--- config.mk ---
export PLATFORM = sky130hd
export DESIGN_NAME = ipv4_dotted_address_parser
export DESIGN_NICKNAME = d
export VERILOG_FILES = /design/src/ipv4p_pkg.sv /design/src/ipv4p_step.sv /design/src/ipv4p_out_buf.sv /design/src/ipv4_dotted_address_parser.sv
export VERILOG_INCLUDE_DIRS = /design/src /design/src/src
export SDC_FILE = /design/constraint.sdc
export NUM_CORES = 1
export LEC_CHECK = 0
export BUFFER_PORTS_ARGS = -buffer_cell sky130_fd_sc_hd__buf_2
export CAP_MARGIN = 20
export CORE_MARGIN = 1
export CORE_UTILIZATION = 58
export DETAILED_ROUTE_END_ITERATION = 10
export PLACE_DENSITY = 0.83
export SYNTH_ARGS = -nofsm -noshare
export SYNTH_HDL_FRONTEND = slang
export SYNTH_HIERARCHICAL = 1
export SYNTH_SLANG_ARGS = --single-unit
--- constraint.sdc ---
create_clock -name clk -period 3.65 [get_ports clk]
set_clock_uncertainty 0.05 [all_clocks]
set_input_delay 0.5475 -clock clk [delete_from_list [all_inputs] [get_ports clk]]
set_output_delay 0.5475 -clock clk [all_outputs]
set_load 0.1 [all_outputs]
--- src/assert_macros.svh ---
// Assertion macros used by the parser's result buffer.
`ifndef ASSERT_MACROS_SVH
`define ASSERT_MACROS_SVH

// Implication or plain property checked on every clock edge outside reset.
`define ASSERT_CLK(lbl, prop, msg) \
  lbl: assert property (@(posedge clk) disable iff (!rst_n) prop) else $error(msg);

// Condition that must hold on every clock edge outside reset.
`define ASSERT_ALWAYS(lbl, cond, msg) \
  lbl: assert property (@(posedge clk) disable iff (!rst_n) (cond)) else $error(msg);

`endif

--- src/ipv4p_pkg.sv ---
// Types and codes shared by the dotted IPv4 address parser.
package ipv4p_pkg;

  // Parser phase codes.
  localparam logic [2:0] PH_START  = 3'd0;
  localparam logic [2:0] PH_ZERO   = 3'd1;
  localparam logic [2:0] PH_DIGITS = 3'd2;
  localparam logic [2:0] PH_TRAIL  = 3'd3;
  localparam logic [2:0] PH_ERROR  = 3'd4;

  // Radix codes.
  localparam logic [1:0] RADIX_DEC = 2'd0;
  localparam logic [1:0] RADIX_OCT = 2'd1;
  localparam logic [1:0] RADIX_HEX = 2'd2;

  // Slot limits for the last part.
  localparam logic [31:0] MAX_24 = 32'h00ff_ffff;
  localparam logic [31:0] MAX_16 = 32'h0000_ffff;
  localparam logic [31:0] MAX_8  = 32'h0000_00ff;

  // Characters of interest.
  localparam logic [7:0] CH_NUL   = 8'h00;
  localparam logic [7:0] CH_DOT   = 8'h2e;
  localparam logic [7:0] CH_ZERO  = 8'h30;
  localparam logic [7:0] CH_NINE  = 8'h39;
  localparam logic [7:0] CH_LX    = 8'h78;
  localparam logic [7:0] CH_UX    = 8'h58;
  localparam logic [7:0] CH_LA    = 8'h61;
  localparam logic [7:0] CH_LF    = 8'h66;
  localparam logic [7:0] CH_UA    = 8'h41;
  localparam logic [7:0] CH_UF    = 8'h46;
  localparam logic [7:0] CH_SPACE = 8'h20;
  localparam logic [7:0] CH_TAB   = 8'h09;
  localparam logic [7:0] CH_CR    = 8'h0d;

  localparam int NUM_EARLIER = 3;

  // Parser state carried between characters.
  typedef struct packed {
    logic [2:0]  phase;
    logic [1:0]  radix_code;
    logic [31:0] current_value;
    logic [1:0]  parts_seen;
    logic [NUM_EARLIER-1:0][31:0] earlier_parts;
  } parse_state_t;

  // One result beat.
  typedef struct packed {
    logic [31:0] address;
    logic        valid_res;
  } parse_res_t;

endpackage

--- src/ipv4p_step.sv ---
// Next-state and result logic for one character of the address parser.
module ipv4p_step (
  input  logic [7:0]             ch,
  input  ipv4p_pkg::parse_state_t st,
  output ipv4p_pkg::parse_state_t st_nxt,
  output ipv4p_pkg::parse_res_t   res
);

  logic        is_dec;
  logic        is_lhex;
  logic        is_uhex;
  logic        is_space;
  logic        run_dig;
  logic [1:0]  dig_radix;
  logic [31:0] cur;
  logic [31:0] asm_v;
  logic        asm_fit;
  logic        phase_ok;

  // Character classes.
  always_comb begin
    is_dec   = (ch >= ipv4p_pkg::CH_ZERO) && (ch <= ipv4p_pkg::CH_NINE);
    is_lhex  = (ch >= ipv4p_pkg::CH_LA) && (ch <= ipv4p_pkg::CH_LF);
    is_uhex  = (ch >= ipv4p_pkg::CH_UA) && (ch <= ipv4p_pkg::CH_UF);
    is_space = (ch == ipv4p_pkg::CH_SPACE) ||
               ((ch >= ipv4p_pkg::CH_TAB) && (ch <= ipv4p_pkg::CH_CR));
  end

  // Assemble the address from the earlier parts and the part in progress.
  always_comb begin
    cur     = st.current_value;
    asm_v   = cur;
    asm_fit = 1'b1;
    unique case (st.parts_seen)
      2'd0: begin
        asm_v = cur;
      end
      2'd1: begin
        asm_fit = (cur <= ipv4p_pkg::MAX_24);
        asm_v   = cur | (st.earlier_parts[0] << 24);
      end
      2'd2: begin
        asm_fit = (cur <= ipv4p_pkg::MAX_16);
        asm_v   = cur | (st.earlier_parts[0] << 24) | (st.earlier_parts[1] << 16);
      end
      default: begin
        asm_fit = (cur <= ipv4p_pkg::MAX_8);
        asm_v   = cur | (st.earlier_parts[0] << 24) | (st.earlier_parts[1] << 16)
                | (st.earlier_parts[2] << 8);
      end
    endcase
    phase_ok = (st.phase == ipv4p_pkg::PH_ZERO) || (st.phase == ipv4p_pkg::PH_DIGITS) ||
               (st.phase == ipv4p_pkg::PH_TRAIL);
  end

  // Phase update, followed by digit collection where the phase calls for it.
  always_comb begin
    st_nxt        = st;
    run_dig       = 1'b0;
    dig_radix     = st.radix_code;
    res.valid_res = phase_ok && asm_fit;
    res.address   = (phase_ok && asm_fit) ? asm_v : 32'd0;

    if (ch == ipv4p_pkg::CH_NUL) begin
      // The terminator ends the string and readies the parser for the next.
      st_nxt.phase         = ipv4p_pkg::PH_START;
      st_nxt.radix_code    = ipv4p_pkg::RADIX_DEC;
      st_nxt.current_value = 32'd0;
      st_nxt.parts_seen    = 2'd0;
    end else begin
      unique case (st.phase)
        ipv4p_pkg::PH_START: begin
          if (!is_dec) begin
            st_nxt.phase = ipv4p_pkg::PH_ERROR;
          end else if (ch == ipv4p_pkg::CH_ZERO) begin
            st_nxt.current_value = 32'd0;
            st_nxt.phase         = ipv4p_pkg::PH_ZERO;
          end else begin
            st_nxt.radix_code    = ipv4p_pkg::RADIX_DEC;
            st_nxt.current_value = {28'd0, ch[3:0]};
            st_nxt.phase         = ipv4p_pkg::PH_DIGITS;
          end
        end
        ipv4p_pkg::PH_ZERO: begin
          st_nxt.phase = ipv4p_pkg::PH_DIGITS;
          if ((ch == ipv4p_pkg::CH_LX) || (ch == ipv4p_pkg::CH_UX)) begin
            st_nxt.radix_code = ipv4p_pkg::RADIX_HEX;
          end else begin
            st_nxt.radix_code = ipv4p_pkg::RADIX_OCT;
            dig_radix         = ipv4p_pkg::RADIX_OCT;
            run_dig           = 1'b1;
          end
        end
        ipv4p_pkg::PH_DIGITS: begin
          run_dig = 1'b1;
        end
        ipv4p_pkg::PH_TRAIL: begin
          st_nxt.phase = ipv4p_pkg::PH_TRAIL;
        end
        default: begin
          st_nxt.phase = ipv4p_pkg::PH_ERROR;
        end
      endcase

      // A character inside or at the end of a part's digits.
      if (run_dig) begin
        priority if (is_dec) begin
          unique case (dig_radix)
            ipv4p_pkg::RADIX_HEX: st_nxt.current_value = (cur << 4) + {28'd0, ch[3:0]};
            ipv4p_pkg::RADIX_OCT: st_nxt.current_value = (cur << 3) + {28'd0, ch[3:0]};
            default: st_nxt.current_value = (cur << 3) + (cur << 1) + {28'd0, ch[3:0]};
          endcase
        end else if ((dig_radix == ipv4p_pkg::RADIX_HEX) && (is_lhex || is_uhex)) begin
          st_nxt.current_value = (cur << 4) | {28'd0, ch[3:0] + 4'd9};
        end else if (ch == ipv4p_pkg::CH_DOT) begin
          if (st.parts_seen == 2'd3) begin
            st_nxt.phase = ipv4p_pkg::PH_ERROR;
          end else begin
            st_nxt.earlier_parts[st.parts_seen] = cur;
            st_nxt.parts_seen                   = st.parts_seen + 2'd1;
            st_nxt.current_value                = 32'd0;
            st_nxt.radix_code                   = ipv4p_pkg::RADIX_DEC;
            st_nxt.phase                        = ipv4p_pkg::PH_START;
          end
        end else if (is_space) begin
          st_nxt.phase = ipv4p_pkg::PH_TRAIL;
        end else begin
          st_nxt.phase = ipv4p_pkg::PH_ERROR;
        end
      end
    end
  end

endmodule

--- src/ipv4p_out_buf.sv ---
// Two-slot result buffer: an output register with a skid slot behind it.
`include "assert_macros.svh"

module ipv4p_out_buf (
  input  logic                  clk,
  input  logic                  rst_n,
  input  logic                  push,
  input  ipv4p_pkg::parse_res_t push_res,
  output logic                  full,
  output logic                  out_valid,
  input  logic                  out_stall,
  output ipv4p_pkg::parse_res_t out_res
);

  logic                  out_v_r;
  logic                  skid_v_r;
  ipv4p_pkg::parse_res_t out_res_r;
  ipv4p_pkg::parse_res_t skid_res_r;
  logic                  out_free;

  assign out_free  = !out_v_r || !out_stall;
  assign full      = skid_v_r;
  assign out_valid = out_v_r;
  assign out_res   = out_res_r;

  // Valid flags: the skid slot fills only while the output beat is held.
  always_ff @(posedge clk) begin
    if (!rst_n) begin
      out_v_r  <= 1'b0;
      skid_v_r <= 1'b0;
    end else if (out_free) begin
      out_v_r  <= skid_v_r || push;
      skid_v_r <= 1'b0;
    end else if (push) begin
      skid_v_r <= 1'b1;
    end
  end

  // Payload registers.
  always_ff @(posedge clk) begin
    if (out_free) begin
      out_res_r <= skid_v_r ? skid_res_r : push_res;
    end else if (push) begin
      skid_res_r <= push_res;
    end
  end

  `ASSERT_CLK(a_skid_behind_out, (skid_v_r |-> out_v_r), "skid slot full with output empty")
  `ASSERT_CLK(a_no_push_when_full, (push |-> !skid_v_r), "result pushed into a full buffer")
  `ASSERT_CLK(a_invalid_is_zero, ((out_v_r && !out_res_r.valid_res) |-> (out_res_r.address == 32'd0)), "failed parse with nonzero address")

endmodule

--- src/ipv4_dotted_address_parser.sv ---
// Top level: BSD-style dotted IPv4 address parser, one character per beat.
// Throughput: one character per cycle unless stalled; state update is one logic pass.
// The result of an accepted NUL beat is registered in the output or the skid slot.
// The input stalls only while both result slots (output register and skid) are full.
// Reset (rst_n low, synchronous) clears phase, radix, value, part count, result flags.
module ipv4_dotted_address_parser (
  input  logic        clk,
  input  logic        rst_n,
  input  logic        in_valid,
  output logic        in_stall,
  input  logic [7:0]  in_ch,
  output logic        out_valid,
  input  logic        out_stall,
  output logic [31:0] out_address,
  output logic        out_valid_res
);

  ipv4p_pkg::parse_state_t st_r;
  ipv4p_pkg::parse_state_t st_nxt;
  ipv4p_pkg::parse_res_t   step_res;
  ipv4p_pkg::parse_res_t   out_res;
  logic                    buf_full;
  logic                    in_acc;
  logic                    push;

  assign in_stall = buf_full;
  assign in_acc   = in_valid && !buf_full;
  assign push     = in_acc && (in_ch == ipv4p_pkg::CH_NUL);

  ipv4p_step u_step (
    .ch     (in_ch),
    .st     (st_r),
    .st_nxt (st_nxt),
    .res    (step_res)
  );

  // Parser state; the stored parts are written before use and need no reset.
  always_ff @(posedge clk) begin
    if (!rst_n) begin
      st_r.phase         <= ipv4p_pkg::PH_START;
      st_r.radix_code    <= ipv4p_pkg::RADIX_DEC;
      st_r.current_value <= 32'd0;
      st_r.parts_seen    <= 2'd0;
    end else if (in_acc) begin
      st_r.phase         <= st_nxt.phase;
      st_r.radix_code    <= st_nxt.radix_code;
      st_r.current_value <= st_nxt.current_value;
      st_r.parts_seen    <= st_nxt.parts_seen;
      st_r.earlier_parts <= st_nxt.earlier_parts;
    end
  end

  ipv4p_out_buf u_out_buf (
    .clk       (clk),
    .rst_n     (rst_n),
    .push      (push),
    .push_res  (step_res),
    .full      (buf_full),
    .out_valid (out_valid),
    .out_stall (out_stall),
    .out_res   (out_res)
  );

  assign out_address   = out_res.address;
  assign out_valid_res = out_res.valid_res;

endmodule
==> Word level (Yosys, flattened, before mapping) <==
Index checks and enable logic that the tools add are counted.
{ "totals": {"elab_cells": 122, "reg_bits": 203, "in_bits": 12, "out_inout_bits": 35} }
{ "op_classes": {"n_lt_le_gt_ge": 13, "eq_ne": 16, "muxes": 36, "reduce_logical": 28, "n_addsub": 6, "bitwise_logic": 10} }
{ "op_table": {"columns": ["operator", "count"], "rows": [
  ["two-way mux 132 bit", 2],
  ["two-way mux 98 bit", 2],
  ["two-way mux 32 bit", 5],
  ["two-way mux 135 bit", 1],
  ["adder 32 x 4 -> 32 bit", 3],
  ["bitwise mux 96 bit", 1],
  ["OR 32 bit", 3],
  ["one-hot mux 32 bit (3 select lines)", 1],
  ["demux 32 bit (select 2 bit)", 1],
  ["one-hot mux 32 bit (2 select lines)", 1],
  ["two-way mux 39 bit", 1],
  ["two-way mux 34 bit", 1],
  ["two-way mux 33 bit", 1],
  ["adder 32 bit", 1],
  ["<= comparator 32 x 16 -> 1 bit, second input constant", 1],
  ["<= comparator 32 x 24 -> 1 bit, second input constant", 1],
  ["<= comparator 32 x 8 -> 1 bit, second input constant", 1],
  ["OR 32 x 4 -> 32 bit", 1],
  ["== test 8 x 6 -> 1 bit, second input constant", 3],
  ["== test 8 x 7 -> 1 bit, second input constant", 2],
  ["greater-or-equal comparator 8 x 7 -> 1 bit, second input constant", 2],
  ["<= comparator 8 x 7 -> 1 bit, second input constant", 2],
  ["two-way mux 2 bit", 6],
  ["two-way mux 3 bit", 4],
  ["other kinds (32)", 62]
]} }

==> Longest topological paths before layout <==
{ "logic_depth": {"ltp_word": 11, "depth_mapped": 18, "ltp_nobuf": 17} }

==> Hierarchy <==
The synthesis kept the hierarchy.
{ "modules_own_cells": {"columns": ["mod", "seq_area_each_um2", "n_inst", "cells_per_inst", "area_each_um2"], "rows": [
  ["ipv4p_step", 0.0, 1, 915, 6044.5],
  ["ipv4_dotted_address_parser", 3663.5, 1, 271, 4449.3],
  ["ipv4p_out_buf", 2021.9, 1, 110, 2610.0]
]} }

==> Worst setup path after synthesis <==
Ideal clock, no wire load.
{ "synth_timing": {"path_kind": "register to register", "startpoint": "reg u_out_buf.skid_v_r, in the netlist u_out_buf/full", "endpoint": "reg st_r[0] in the netlist's numbering, enable pin", "n_path_buf": 2, "t_arrival_ns": 3.414, "path_slack_ns": -0.280, "required_time_ns": 3.135, "stages_incl_launch_ff": 5, "period_less_slack_ns": 3.930, "setup_time_ns": 0.465, "path_cell_list": "dfxtp_1 -> nor2b_1 -> buf_4 -> buf_4 -> and2_1"} }
{ "synth_via": {"elab_chain_cells": 3} }
{ "synth_lines": {"columns": ["item", "line", "source"], "rows": [
  ["start, declared", "ipv4p_out_buf.sv:16", "logic skid_v_r;"],
  ["start signal, assigned", "ipv4p_out_buf.sv:30", "skid_v_r <= 1'b0;"],
  ["start signal, assigned", "ipv4p_out_buf.sv:33", "skid_v_r <= 1'b0;"],
  ["start signal, assigned", "ipv4p_out_buf.sv:35", "skid_v_r <= 1'b1;"],
  ["logical NOT 1 bit", "ipv4_dotted_address_parser.sv:27", "assign in_acc = in_valid && !buf_full;"],
  ["logical AND 1 bit", "ipv4_dotted_address_parser.sv:27", null],
  ["AND reduction 8 bit (no line)", null, null],
  ["end, declared", "ipv4_dotted_address_parser.sv:18", "ipv4p_pkg::parse_state_t st_r;"]
]} }
Every way passes these cells.
A chain may end at the register's enable or synchronous reset.

==> flow_metrics.env <==
export IMPL_path_clk_slew_ns=0.07
export IMPL_fmax_ghz=0.285
export IMPL_hold_class="flop to flop"
export IMPL_antenna_found_initial=0
export IMPL_power_uw=3910
export IMPL_gp_congestion=0.965
export IMPL_vias=9785
export IMPL_utilization_pct=66.5
export IMPL_worst_path_max_fanout=3
export IMPL_final_hold_violation_count=0
export IMPL_rsz0062_at_grt="yes"
export IMPL_r2r_slack_ns=0.14
export IMPL_cap_violations=0
export IMPL_wire_per_inst_um=20.6
export IMPL_design_core_area_mm2=0.0188
export IMPL_crit_type="flop to flop"
export IMPL_grt_overflow_total=0
export IMPL_synth_net_count=1262
export IMPL_timing_rr_start="st_r[100]"
export IMPL_max_stage_delay_ns=0.51
export IMPL_grt_first_pass_wirelength_mm=47.5
export IMPL_peakVddDrop_uv=313
export IMPL_htree_num_levels=4
export IMPL_wl_met1_mm=11.8
export IMPL_fin_crit_sh_pct=96.2
export IMPL_wirelength_mm=30.3
export IMPL_wl_met2_mm=14.3
export IMPL_highest_layer="met4"
export IMPL_portBuffers=46
export IMPL_r2r_cells=18
export IMPL_clk_latency_ns=0.44
export IMPL_worstMarginPinSlew_ns=0.637
export IMPL_wl_met3_mm=2.87
export IMPL_ant_nets=0
export IMPL_die_w_um=141
export IMPL_drive_gt1_share_pct=21.0
export IMPL_fillerInstances=1421
export IMPL_cts_buffers=17
export IMPL_area_growth_pct=12.0
export IMPL_start_kind="flop"
export IMPL_cts_sinks=155
export IMPL_reg2reg_to="st_r[127]"
export IMPL_cts_buffer_depth=2
export IMPL_rows=50
export IMPL_syn_avg_cell_area_um2=9.42
export IMPL_clockRootBuffer="clkbuf_16"
export IMPL_drt_initial_drc_count=1467
export IMPL_p_per_area_mw_per_mm2=313
export IMPL_critPathLaunch="st_r[100]"
export IMPL_worst_ep_required_time_ns=3.92
export IMPL_ioPinCount=47
export IMPL_setup_viol=0
export IMPL_cts_tree="yes"
export IMPL_grt_use_total_pct=30.7
export IMPL_diodes=0
export IMPL_status="complete, no violations"
export IMPL_drc_errors=0
export IMPL_die_area_mm2=0.0198
export IMPL_whs_ns=0.455
export IMPL_grt_pass1_vias=9234
export IMPL_nNetsFinal=1306
export IMPL_endpoint_kind="flop"
export IMPL_cp_cell_sequence="inv_2 > fa_1 > inv_2 > ha_4 > a211oi_1 > buf_4 > or4_4 > buf_4 > nand2_1 > o21ba_2 > a2111oi_2 > buf_4 > nand2_1 > or2_0 > a31oi_1 > nor3_1 > nand2_1 > a21boi_0"
export IMPL_min_period_ns=3.51
export IMPL_endpoint="st_r[127]"
export IMPL_die_h_um=141
export IMPL_final_cell_area_mm2=0.0125
export IMPL_slew_headroom_pct=57.4
export IMPL_dr_pass1_iters=6
export IMPL_dp_final_hpwl_mm=20.1
export IMPL_grt_max_degree=42
export IMPL_p_leak_uw=0.00496
export IMPL_start_util_pct=59.4
export IMPL_slowest_stage="fa_1"
export IMPL_netlist_area_mm2=0.0111
export IMPL_post_dp_cell_area_mm2=0.0118
export IMPL_synthCells=1182
export IMPL_critPathArrivalTime_ns=3.78
export IMPL_report_final_slew_viol_count=0
export IMPL_routed_via_density=6.64
export IMPL_synth_warnings=6
-- routing by layer --
metal	GRT usage, %	vias to the layer above
li1	-	4429
met4	16.1	0
met5	0	-
met1	38.2	4617
met3	5.91	123
met2	50.8	616
-- registers in the layout (all words and copies together) (netlist names) --
register / flops
u_out_buf/out_valid: 1
u_out_buf/out_res: 33
u_out_buf/skid_res_r: 33
u_out_buf/full: 1
st_r: 87
-- cell type report --
cell class / instances / area [um2] / area share [%]
Sequential cell: 155 / 4250 / 34.0
Clock buffer: 17 / 425 / 3.41
Multi-Input combinational cell: 903 / 6400 / 51.3
Tap cell: 234 / 293 / 2.35
Timing Repair Buffer: 124 / 841 / 6.74
Inverter: 25 / 93.8 / 0.752
Clock inverter: 15 / 180 / 1.44
-- report_power, final --
group	switching, uW	internal [uW]
registers	15.4	1900
logic	105	59.7
clock network	795	1030
total	915	2990
-- metrics by stage --
step	setup TNS [ns]	std cells	setup slack [ns]
2_1_floorplan	0	1182	0.0291
3_3_place_gp	-2.68	1441	-0.329
3_5_place_dp	-3.41	1441	-0.349
4_1_cts	0	1473	0.0117
5_1_grt	-0.146	1473	-0.0767
6_report	0	1473	0.137
-- placed cells by master, fill, tap and decap left out, types with 35 or more instances in the layout --
cell type	count
ha_1	65
buf_2	46
buf_4	76
mux2_1	37
dfxtp_1	38
nand2_1	137
a21oi_1	116
o21ai_0	35
edfxtp_1	114
nor2_1	84
-- worst min-delay path by stage --
stage / start / to / slack, ns / cells after the start
floorplan: st_r[132] / st_r[132] / 0.38 / 2
global placement: st_r[131] / st_r[131] / 0.41 / 2
detailed placement: st_r[129] / st_r[129] / 0.43 / 2
CTS: st_r[131] / st_r[131] / 0.45 / 2
global route: st_r[131] / st_r[131] / 0.48 / 2
finish: st_r[131] / st_r[131] / 0.45 / 2
-- critical path, delay by kind of cell, from the launching register on --
family | cells | cell delay (ns)
AND/OR/NAND/NOR | 6 | 0.62
flip-flops | 1 | 0.33
adder cells (fa/ha/maj) | 2 | 0.72
buffers and inverters | 5 | 0.57
AO/OA/AOI/OAI | 5 | 1.09
-- repair_timing --
action,in CTS,in global routing
resized for setup,1,22
setup buffers,0,0
endpoints found under the setup margin,2,13
hold buffers,0,0
gates cloned,0,0
pin swaps,1,16
Note: power is estimated with default switching activity, not from simulation.
